--- config.mk ---
export PLATFORM = sky130hd
export DESIGN_NAME = http_message_end_detector_top
export DESIGN_NICKNAME = d
export VERILOG_FILES = /design/src/hmed_pkg.sv /design/src/hmed_core.sv /design/src/http_message_end_detector_top.sv
export SDC_FILE = /design/constraint.sdc
export NUM_CORES = 1
export LEC_CHECK = 0
export ABC_AREA = 1
export BUFFER_PORTS_ARGS = -buffer_cell sky130_fd_sc_hd__buf_2
export CAP_MARGIN = 20
export CORE_MARGIN = 3
export CORE_UTILIZATION = 30
export DETAILED_ROUTE_END_ITERATION = 10
export MAX_ROUTING_LAYER = met4
export PLACE_DENSITY_LB_ADDON = 0.2
export SLEW_MARGIN = 30
export SYNTH_ARGS = -nofsm -noshare
export SYNTH_HDL_FRONTEND = slang
export SYNTH_SLANG_ARGS = --single-unit
--- constraint.sdc ---
create_clock -name aclk -period 16 [get_ports aclk]
set_input_delay 4 -clock aclk [delete_from_list [all_inputs] [get_ports aclk]]
set_output_delay 4 -clock aclk [all_outputs]
set_load 0.005 [all_outputs]
--- src/hmed_pkg.sv ---
`default_nettype none

package hmed_pkg;

    // Width of the length value and of the body counter
    localparam int LENGTH_WIDTH = 32;
    // Width of the length and count fields on the result channel
    localparam int FIELD_WIDTH  = 32;
    // Characters in "Content-Length:"
    localparam int NAME_LEN     = 15;

    localparam logic [7:0] CHAR_CR    = 8'h0D;
    localparam logic [7:0] CHAR_LF    = 8'h0A;
    localparam logic [7:0] CHAR_SPACE = 8'h20;
    localparam logic [7:0] CHAR_TAB   = 8'h09;
    localparam logic [7:0] CHAR_VT    = 8'h0B;
    localparam logic [7:0] CHAR_FF    = 8'h0C;
    localparam logic [7:0] CHAR_PLUS  = 8'h2B;
    localparam logic [7:0] CHAR_MINUS = 8'h2D;
    localparam logic [7:0] CHAR_ZERO  = 8'h30;
    localparam logic [7:0] CHAR_NINE  = 8'h39;

    // Progress through the number after the field name
    typedef enum logic [1:0] {
        NP_NO_NAME = 2'd0,   // name not matched yet
        NP_LEAD    = 2'd1,   // skipping blanks, sign allowed
        NP_DIGITS  = 2'd2,   // sign or digits taken
        NP_ENDED   = 2'd3    // number finished
    } num_phase_t;

    // One result beat
    typedef struct packed {
        logic [FIELD_WIDTH-1:0] body_bytes;
        logic [FIELD_WIDTH-1:0] expected_length;
        logic                   length_found;
        logic                   header_complete;
        logic                   message_complete;
    } result_t;

    // Character of "Content-Length:" at a given position
    function automatic logic [7:0] name_char(input logic [3:0] idx);
        logic [7:0] ch;
        case (idx)
            4'd0:    ch = 8'h43; // C
            4'd1:    ch = 8'h6F; // o
            4'd2:    ch = 8'h6E; // n
            4'd3:    ch = 8'h74; // t
            4'd4:    ch = 8'h65; // e
            4'd5:    ch = 8'h6E; // n
            4'd6:    ch = 8'h74; // t
            4'd7:    ch = 8'h2D; // -
            4'd8:    ch = 8'h4C; // L
            4'd9:    ch = 8'h65; // e
            4'd10:   ch = 8'h6E; // n
            4'd11:   ch = 8'h67; // g
            4'd12:   ch = 8'h74; // t
            4'd13:   ch = 8'h68; // h
            4'd14:   ch = 8'h3A; // :
            default: ch = 8'h00;
        endcase
        return ch;
    endfunction

    function automatic logic is_blank(input logic [7:0] c);
        return (c == CHAR_SPACE) || (c == CHAR_TAB) || (c == CHAR_LF) ||
               (c == CHAR_VT) || (c == CHAR_FF) || (c == CHAR_CR);
    endfunction

    // Low field bits of a length-wide value, zero-extended when narrower
    function automatic logic [FIELD_WIDTH-1:0] to_field(input logic [LENGTH_WIDTH-1:0] v);
        logic [63:0] w;
        w = 64'(v);
        return w[FIELD_WIDTH-1:0];
    endfunction

endpackage

`default_nettype wire

--- src/hmed_core.sv ---
`default_nettype none

module hmed_core
    import hmed_pkg::*;
(
    input  wire logic       aclk,
    input  wire logic       aresetn,
    input  wire logic       step_en,
    input  wire logic [7:0] data_byte,
    input  wire logic       first_byte,
    output result_t         res
);

    localparam logic [LENGTH_WIDTH-1:0] LEN_MAX = '1;

    logic [2:0]              end_prog_reg,  end_prog_next;
    logic [3:0]              name_idx_reg,  name_idx_next;
    num_phase_t              phase_reg,     phase_next;
    logic                    minus_reg,     minus_next;
    logic [LENGTH_WIDTH-1:0] decl_len_reg,  decl_len_next;
    logic                    header_reg,    header_next;
    logic [LENGTH_WIDTH-1:0] body_cnt_reg,  body_cnt_next;
    logic                    done_reg,      done_next;

    // state as seen by this byte (first byte starts from clear)
    logic [2:0]              end_prog_cur;
    logic [3:0]              name_idx_cur;
    num_phase_t              phase_cur;
    logic                    minus_cur;
    logic [LENGTH_WIDTH-1:0] decl_len_cur;
    logic                    header_cur;
    logic [LENGTH_WIDTH-1:0] body_cnt_cur;
    logic                    done_cur;

    logic                    is_digit;
    logic [3:0]              digit_val;
    logic [3:0]              idx_eff;
    logic [4:0]              idx_inc;
    logic [LENGTH_WIDTH+3:0] decl_wide;
    logic [LENGTH_WIDTH+3:0] decl_sum;
    logic                    found;

    assign end_prog_cur = first_byte ? 3'd0 : end_prog_reg;
    assign name_idx_cur = first_byte ? 4'd0 : name_idx_reg;
    assign phase_cur    = first_byte ? NP_NO_NAME : phase_reg;
    assign minus_cur    = first_byte ? 1'b0 : minus_reg;
    assign decl_len_cur = first_byte ? '0 : decl_len_reg;
    assign header_cur   = first_byte ? 1'b0 : header_reg;
    assign body_cnt_cur = first_byte ? '0 : body_cnt_reg;
    assign done_cur     = first_byte ? 1'b0 : done_reg;

    assign is_digit  = (data_byte >= CHAR_ZERO) && (data_byte <= CHAR_NINE);
    assign digit_val = 4'(data_byte - CHAR_ZERO);

    // decl * 10 + digit in a widened word, saturated below
    assign decl_wide = {4'd0, decl_len_cur};
    assign decl_sum  = (decl_wide << 3) + (decl_wide << 1) + (LENGTH_WIDTH+4)'(digit_val);

    assign idx_eff = (name_idx_cur >= 4'(NAME_LEN)) ? 4'd0 : name_idx_cur;
    assign idx_inc = 5'(idx_eff) + 5'd1;

    // header, name, number and body tracking
    always_comb begin
        end_prog_next = end_prog_cur;
        name_idx_next = name_idx_cur;
        phase_next    = phase_cur;
        minus_next    = minus_cur;
        decl_len_next = decl_len_cur;
        header_next   = header_cur;
        body_cnt_next = body_cnt_cur;

        if (header_cur) begin
            if (body_cnt_cur != LEN_MAX) begin
                body_cnt_next = body_cnt_cur + 1'b1;
            end
        end else begin
            case (phase_cur)
                NP_NO_NAME: begin
                    if (data_byte == name_char(idx_eff)) begin
                        if (idx_inc >= 5'(NAME_LEN)) begin
                            name_idx_next = 4'd0;
                            phase_next    = NP_LEAD;
                        end else begin
                            name_idx_next = idx_inc[3:0];
                        end
                    end else begin
                        name_idx_next = (data_byte == name_char(4'd0)) ? 4'd1 : 4'd0;
                    end
                end
                NP_LEAD: begin
                    if (is_blank(data_byte)) begin
                        phase_next = NP_LEAD;
                    end else if ((data_byte == CHAR_PLUS) || (data_byte == CHAR_MINUS)) begin
                        minus_next = (data_byte == CHAR_MINUS);
                        phase_next = NP_DIGITS;
                    end else if (is_digit) begin
                        phase_next    = NP_DIGITS;
                        decl_len_next = (decl_sum > (LENGTH_WIDTH+4)'(LEN_MAX)) ?
                                        LEN_MAX : decl_sum[LENGTH_WIDTH-1:0];
                    end else begin
                        phase_next = NP_ENDED;
                    end
                end
                NP_DIGITS: begin
                    if (is_digit) begin
                        decl_len_next = (decl_sum > (LENGTH_WIDTH+4)'(LEN_MAX)) ?
                                        LEN_MAX : decl_sum[LENGTH_WIDTH-1:0];
                    end else begin
                        phase_next = NP_ENDED;
                    end
                end
                default: begin
                    phase_next = phase_cur;
                end
            endcase

            // blank line search
            if (data_byte == CHAR_CR) begin
                end_prog_next = (end_prog_cur == 3'd2) ? 3'd3 : 3'd1;
            end else if ((data_byte == CHAR_LF) &&
                         ((end_prog_cur == 3'd1) || (end_prog_cur == 3'd3))) begin
                end_prog_next = end_prog_cur + 3'd1;
            end else begin
                end_prog_next = 3'd0;
            end
            if (end_prog_next >= 3'd4) begin
                header_next = 1'b1;
            end
        end
    end

    // completion
    assign found = (phase_next != NP_NO_NAME);
    always_comb begin
        done_next = done_cur;
        if (header_next && (!found || minus_next || (body_cnt_next >= decl_len_next))) begin
            done_next = 1'b1;
        end
    end

    always_ff @(posedge aclk) begin
        if (!aresetn) begin
            end_prog_reg <= 3'd0;
            name_idx_reg <= 4'd0;
            phase_reg    <= NP_NO_NAME;
            minus_reg    <= 1'b0;
            decl_len_reg <= '0;
            header_reg   <= 1'b0;
            body_cnt_reg <= '0;
            done_reg     <= 1'b0;
        end else if (step_en) begin
            end_prog_reg <= end_prog_next;
            name_idx_reg <= name_idx_next;
            phase_reg    <= phase_next;
            minus_reg    <= minus_next;
            decl_len_reg <= decl_len_next;
            header_reg   <= header_next;
            body_cnt_reg <= body_cnt_next;
            done_reg     <= done_next;
        end
    end

    // result for this byte
    always_comb begin
        res.message_complete = done_next;
        res.header_complete  = header_next;
        res.length_found     = found;
        res.expected_length  = to_field(decl_len_next);
        res.body_bytes       = to_field(body_cnt_next);
    end

endmodule

`default_nettype wire

--- src/http_message_end_detector_top.sv ---
`default_nettype none

// Channel   Ports                     Contents
// input     s_tvalid/s_tready         s_tdata[7:0] data_byte; s_tuser[0] first_byte
// result    m_tvalid/m_tready         m_tdata: complete, header, found, length, count
//
// One result beat per input beat, one beat per cycle sustained while m_tready is high.
// A byte is held in the input register, is processed on its way into the
// result register and shows on m_tdata from there.
// Synchronous active-low reset clears the tracking state and both valid flags.
// A stall on m_tready holds the result; the input register holds at most one more byte, then s_tready drops.

module http_message_end_detector_top
    import hmed_pkg::*;
(
    input  wire logic        aclk,
    input  wire logic        aresetn,
    input  wire logic        s_tvalid,
    output logic             s_tready,
    input  wire logic [7:0]  s_tdata,   // [7:0] data_byte
    input  wire logic [0:0]  s_tuser,   // [0] first_byte
    output logic             m_tvalid,
    input  wire logic        m_tready,
    output logic [71:0]      m_tdata    // [0] message_complete, [1] header_complete,
                                        // [2] length_found, [34:3] expected_length,
                                        // [66:35] body_bytes, [71:67] zero
);

    logic       in_valid_reg;
    logic [7:0] in_byte_reg;
    logic       in_first_reg;
    logic       out_valid_reg;
    result_t    out_res_reg;
    result_t    core_res;
    logic       advance;

    // move a byte from the input register into the result register
    assign advance  = in_valid_reg && (!out_valid_reg || m_tready);
    assign s_tready = !in_valid_reg || advance;

    hmed_core u_core (
        .aclk       (aclk),
        .aresetn    (aresetn),
        .step_en    (advance),
        .data_byte  (in_byte_reg),
        .first_byte (in_first_reg),
        .res        (core_res)
    );

    // input register
    always_ff @(posedge aclk) begin
        if (!aresetn) begin
            in_valid_reg <= 1'b0;
        end else if (s_tready) begin
            in_valid_reg <= s_tvalid;
        end
    end

    always_ff @(posedge aclk) begin
        if (s_tready && s_tvalid) begin
            in_byte_reg  <= s_tdata;
            in_first_reg <= s_tuser[0];
        end
    end

    // result register
    always_ff @(posedge aclk) begin
        if (!aresetn) begin
            out_valid_reg <= 1'b0;
        end else if (advance) begin
            out_valid_reg <= 1'b1;
        end else if (m_tready) begin
            out_valid_reg <= 1'b0;
        end
    end

    always_ff @(posedge aclk) begin
        if (advance) begin
            out_res_reg <= core_res;
        end
    end

    assign m_tvalid = out_valid_reg;
    assign m_tdata  = {5'd0, out_res_reg};

endmodule

`default_nettype wire
==> flow_metrics.tcl <==
set metrics [dict create \
    crit_cells 4 \
    synth_edf_count 76 \
    holdWs_ns 0.451 \
    grt_pass1_wl_um 57100 \
    largest_reg_flops 67 \
    ys_seq_area_frac 0.325 \
    cts-resized-gates 0 \
    dr.pass1.iters 5 \
    synthTopCellsByCount "nand2_1 (359), inv_1 (253), nor2_1 (151), a21oi_1 (129), o21ai_0 (129)" \
    tightestPinTransition_ns 0.857 \
    via_count 11000 \
    p_int_uw 745 \
    synth_compound_area_frac 0.158 \
    holdBufCountCts 0 \
    dieArea_um2 41800 \
    status "finished clean" \
    ir_worst_vdd_mv 0.0492 \
    synth_area_per_cell_um2 7.10 \
    setup_viol 0 \
    placed_cells 2218 \
    startpoint_type "primary input" \
    synth_top_area_share 0.193 \
    power_frac_comb 0.167 \
    hold_depth 2 \
    synthAdderAreaFrac 0.116 \
    viasPerCell 4.89 \
    rsz0062_at_grt "no" \
    fin_util 0.343 \
    synth_top_family_by_area "simple AND/OR/NAND/NOR gates" \
    synth_area_leaders "edfxtp_1 (19%), dfxtp_1 (13%), ha_1 (11%)" \
    seqCellArea_um2 3840 \
    cp.required_ns 12.00 \
    yosysWarnings 0 \
    p_seq_frac 0.431 \
    multi_input_area_um2 6730 \
    crit_path_end_kind "output pin" \
    clockPowerShare 0.402 \
    fillers 4132 \
    min_to "u_core.end_prog_reg[2]" \
    crit_slowest_cell "buf_2" \
    crit_top_cell "buf_2" \
    p_leak_nw 6.31 \
    ios 87 \
    finalNonFillerCells 2250 \
    synthArstFlopShare 0 \
    cts-root-buf "clkbuf_16" \
    critical_path_class "primary input to output pin" \
    synth_top_area_cell "edfxtp_1" \
    switchingPower_uw 302 \
    drt_wl_total_um 35800 \
    layout-drive-gt1-share 0.0901 \
    fmax_ghz 0.119 \
    wl_per_cell_um 15.9 \
    synth-xor-area-share 0.0407 \
    syn2layout_area_growth_pct 12.5 \
    skew_ns 0.0182 \
    path_clk_slew_ns 0.06 \
    max_stage_delay_ns 0.14 \
    ff2ff_setup_slack_ns 9.11 \
    cts.sinks 154 \
    max_slew_margin 0.421 \
    worst_ep_arrival_time_ns 4.39 \
    design.final.nets 1841 \
    antenna_cells 0 \
    ant_nets 0 \
    cp_max_fo 3 \
    ys_seq_elements 154 \
    path_cells "buf_2 > inv_1 > nand3_1 > buf_2" \
    hp-class "flip-flop to flip-flop" \
    place_hpwl_um 27200 \
    track_usage 0.178 \
    cts_buffer_depth 2 \
    synth_ff_type "dfxtp_1" \
    reg2reg_depth 41 \
    post-place-ws_ns 7.61 \
    chipHeight_um 205 \
    clk_latency_ns 0.45 \
    grt_pass1_vias 10400 \
    numPortBuffers 81 \
    drc 0 \
    final_max_slew_viol_count 0 \
    cts_setup_buffers 0 \
    syn_inst 1666 \
    cts_inserted_buffers 17 \
    yosysMostFrequentCell "nand2_1" \
    timing.rr.start "in_first_reg" \
    grt_max_degree 113 \
    hold_viol 0 \
    ctsHtreeMaxLevel 4 \
    grt-ovfl-total 0 \
    drt_iter0_markers 684 \
    finalCritPeriodShare 0.524 \
    yosys.cell_types.count 55 \
    rows 72 \
    layout_min_cycle_time_ns 8.39 \
    critical_path_buf_inv_count 3 \
    worst_slack_ns 7.61 \
    syn_area_um2 11800 \
    critPathTopFamily "buffers and inverters" \
    synthMuxAreaShare 0 \
    hp-start "u_core.end_prog_reg[2]" \
    power_density_nw_per_um2 78.7 \
    antenna_found_initial 0 \
    swShare 0.289 \
    place_congestion 0.930 \
    cts_tree "yes" \
    core-area_um2 38800 \
    start_util 0.304 \
    final.setup.tns_ns 0 \
    cap_violations 0 \
    reg2reg_to "m_tdata[0]" \
    die_width_um 205 \
    synth-simple-area-share 0.253 \
]
==> cells by family (layout without fill, tap and decap cells) <==
| family | after synthesis | in the layout |
|---|---|---|
| AND/OR/NAND/NOR | 693 | 693 |
| flip-flops | 154 | 154 |
| AO/OA/AOI/OAI | 333 | 333 |
| XOR/XNOR | 55 | 55 |
| adder cells (fa/ha/maj) | 109 | 109 |
| buffers and inverters | 321 | 383 |
| other | 1 | 5 |
==> tightest hold or removal path, cell delays in order (launching register included) <==
cell	delay [ns]
dfxtp_1	0.31
inv_1	0.05
a21oi_1	0.05
==> layer usage <==
layer  vias up  global-route usage  wire, um
li1       5609                   -         -
met1      5090               0.235     17200
met2       255               0.281     16200
met3        44              0.0286      1490
met4         0              0.0548       906
met5         -                   -         0
==> cells in the final DEF (no fill, tap or decap), types with 15 or more instances in the layout <==
cell type | netlist | layout
o21ai_0 | 129 | 129
inv_1 | 253 | 252
nand3_1 | 79 | 79
edfxtp_1 | 76 | 76
dfxtp_1 | 78 | 78
nor2_1 | 151 | 150
nor3_1 | 29 | 29
a22oi_1 | 17 | 17
xor2_1 | 33 | 33
buf_2 | 4 | 81
clkbuf_16 | 0 | 17
a21oi_1 | 129 | 129
xnor2_1 | 22 | 22
nand2_1 | 359 | 359
o21bai_1 | 15 | 15
ha_1 | 108 | 108
nand4_1 | 42 | 42
==> how the worst max path moves through the flow <==
stage                         from       end  slack [ns]
after global routing      m_tready  s_tready        7.55
final                     m_tready  s_tready        7.61
after detailed placement  m_tready  s_tready        7.61
after global placement    m_tready  s_tready        7.60
after CTS                 m_tready  s_tready        7.61
after floorplan           m_tready  s_tready        7.85
==> final cells by class <==
class                   count  area share
clock buffers              21      0.0339
clock inverters            11      0.0111
inverters                 256      0.0728
multi-input cells        1195       0.506
flip-flops and latches    154       0.289
well taps                 518      0.0487
repair buffers             95      0.0384
==> power groups by stage <==
stage	clock [mW]	combinational, mW	sequential, mW
after floorplan	0	0.122	0.459
after global placement	0	0.175	0.460
after detailed placement	0	0.176	0.460
after CTS	0.430	0.177	0.452
after global routing	0.446	0.200	0.454
final	0.421	0.175	0.452
==> per-stage QoR <==
step,total power [mW],cell area [um^2]
CTS,1.06,13300
global placement,0.634,12700
detailed placement,0.636,12700
finish,1.05,13300
global route,1.10,13300
floorplan,0.581,11800
(Power assumes the default switching activity.)
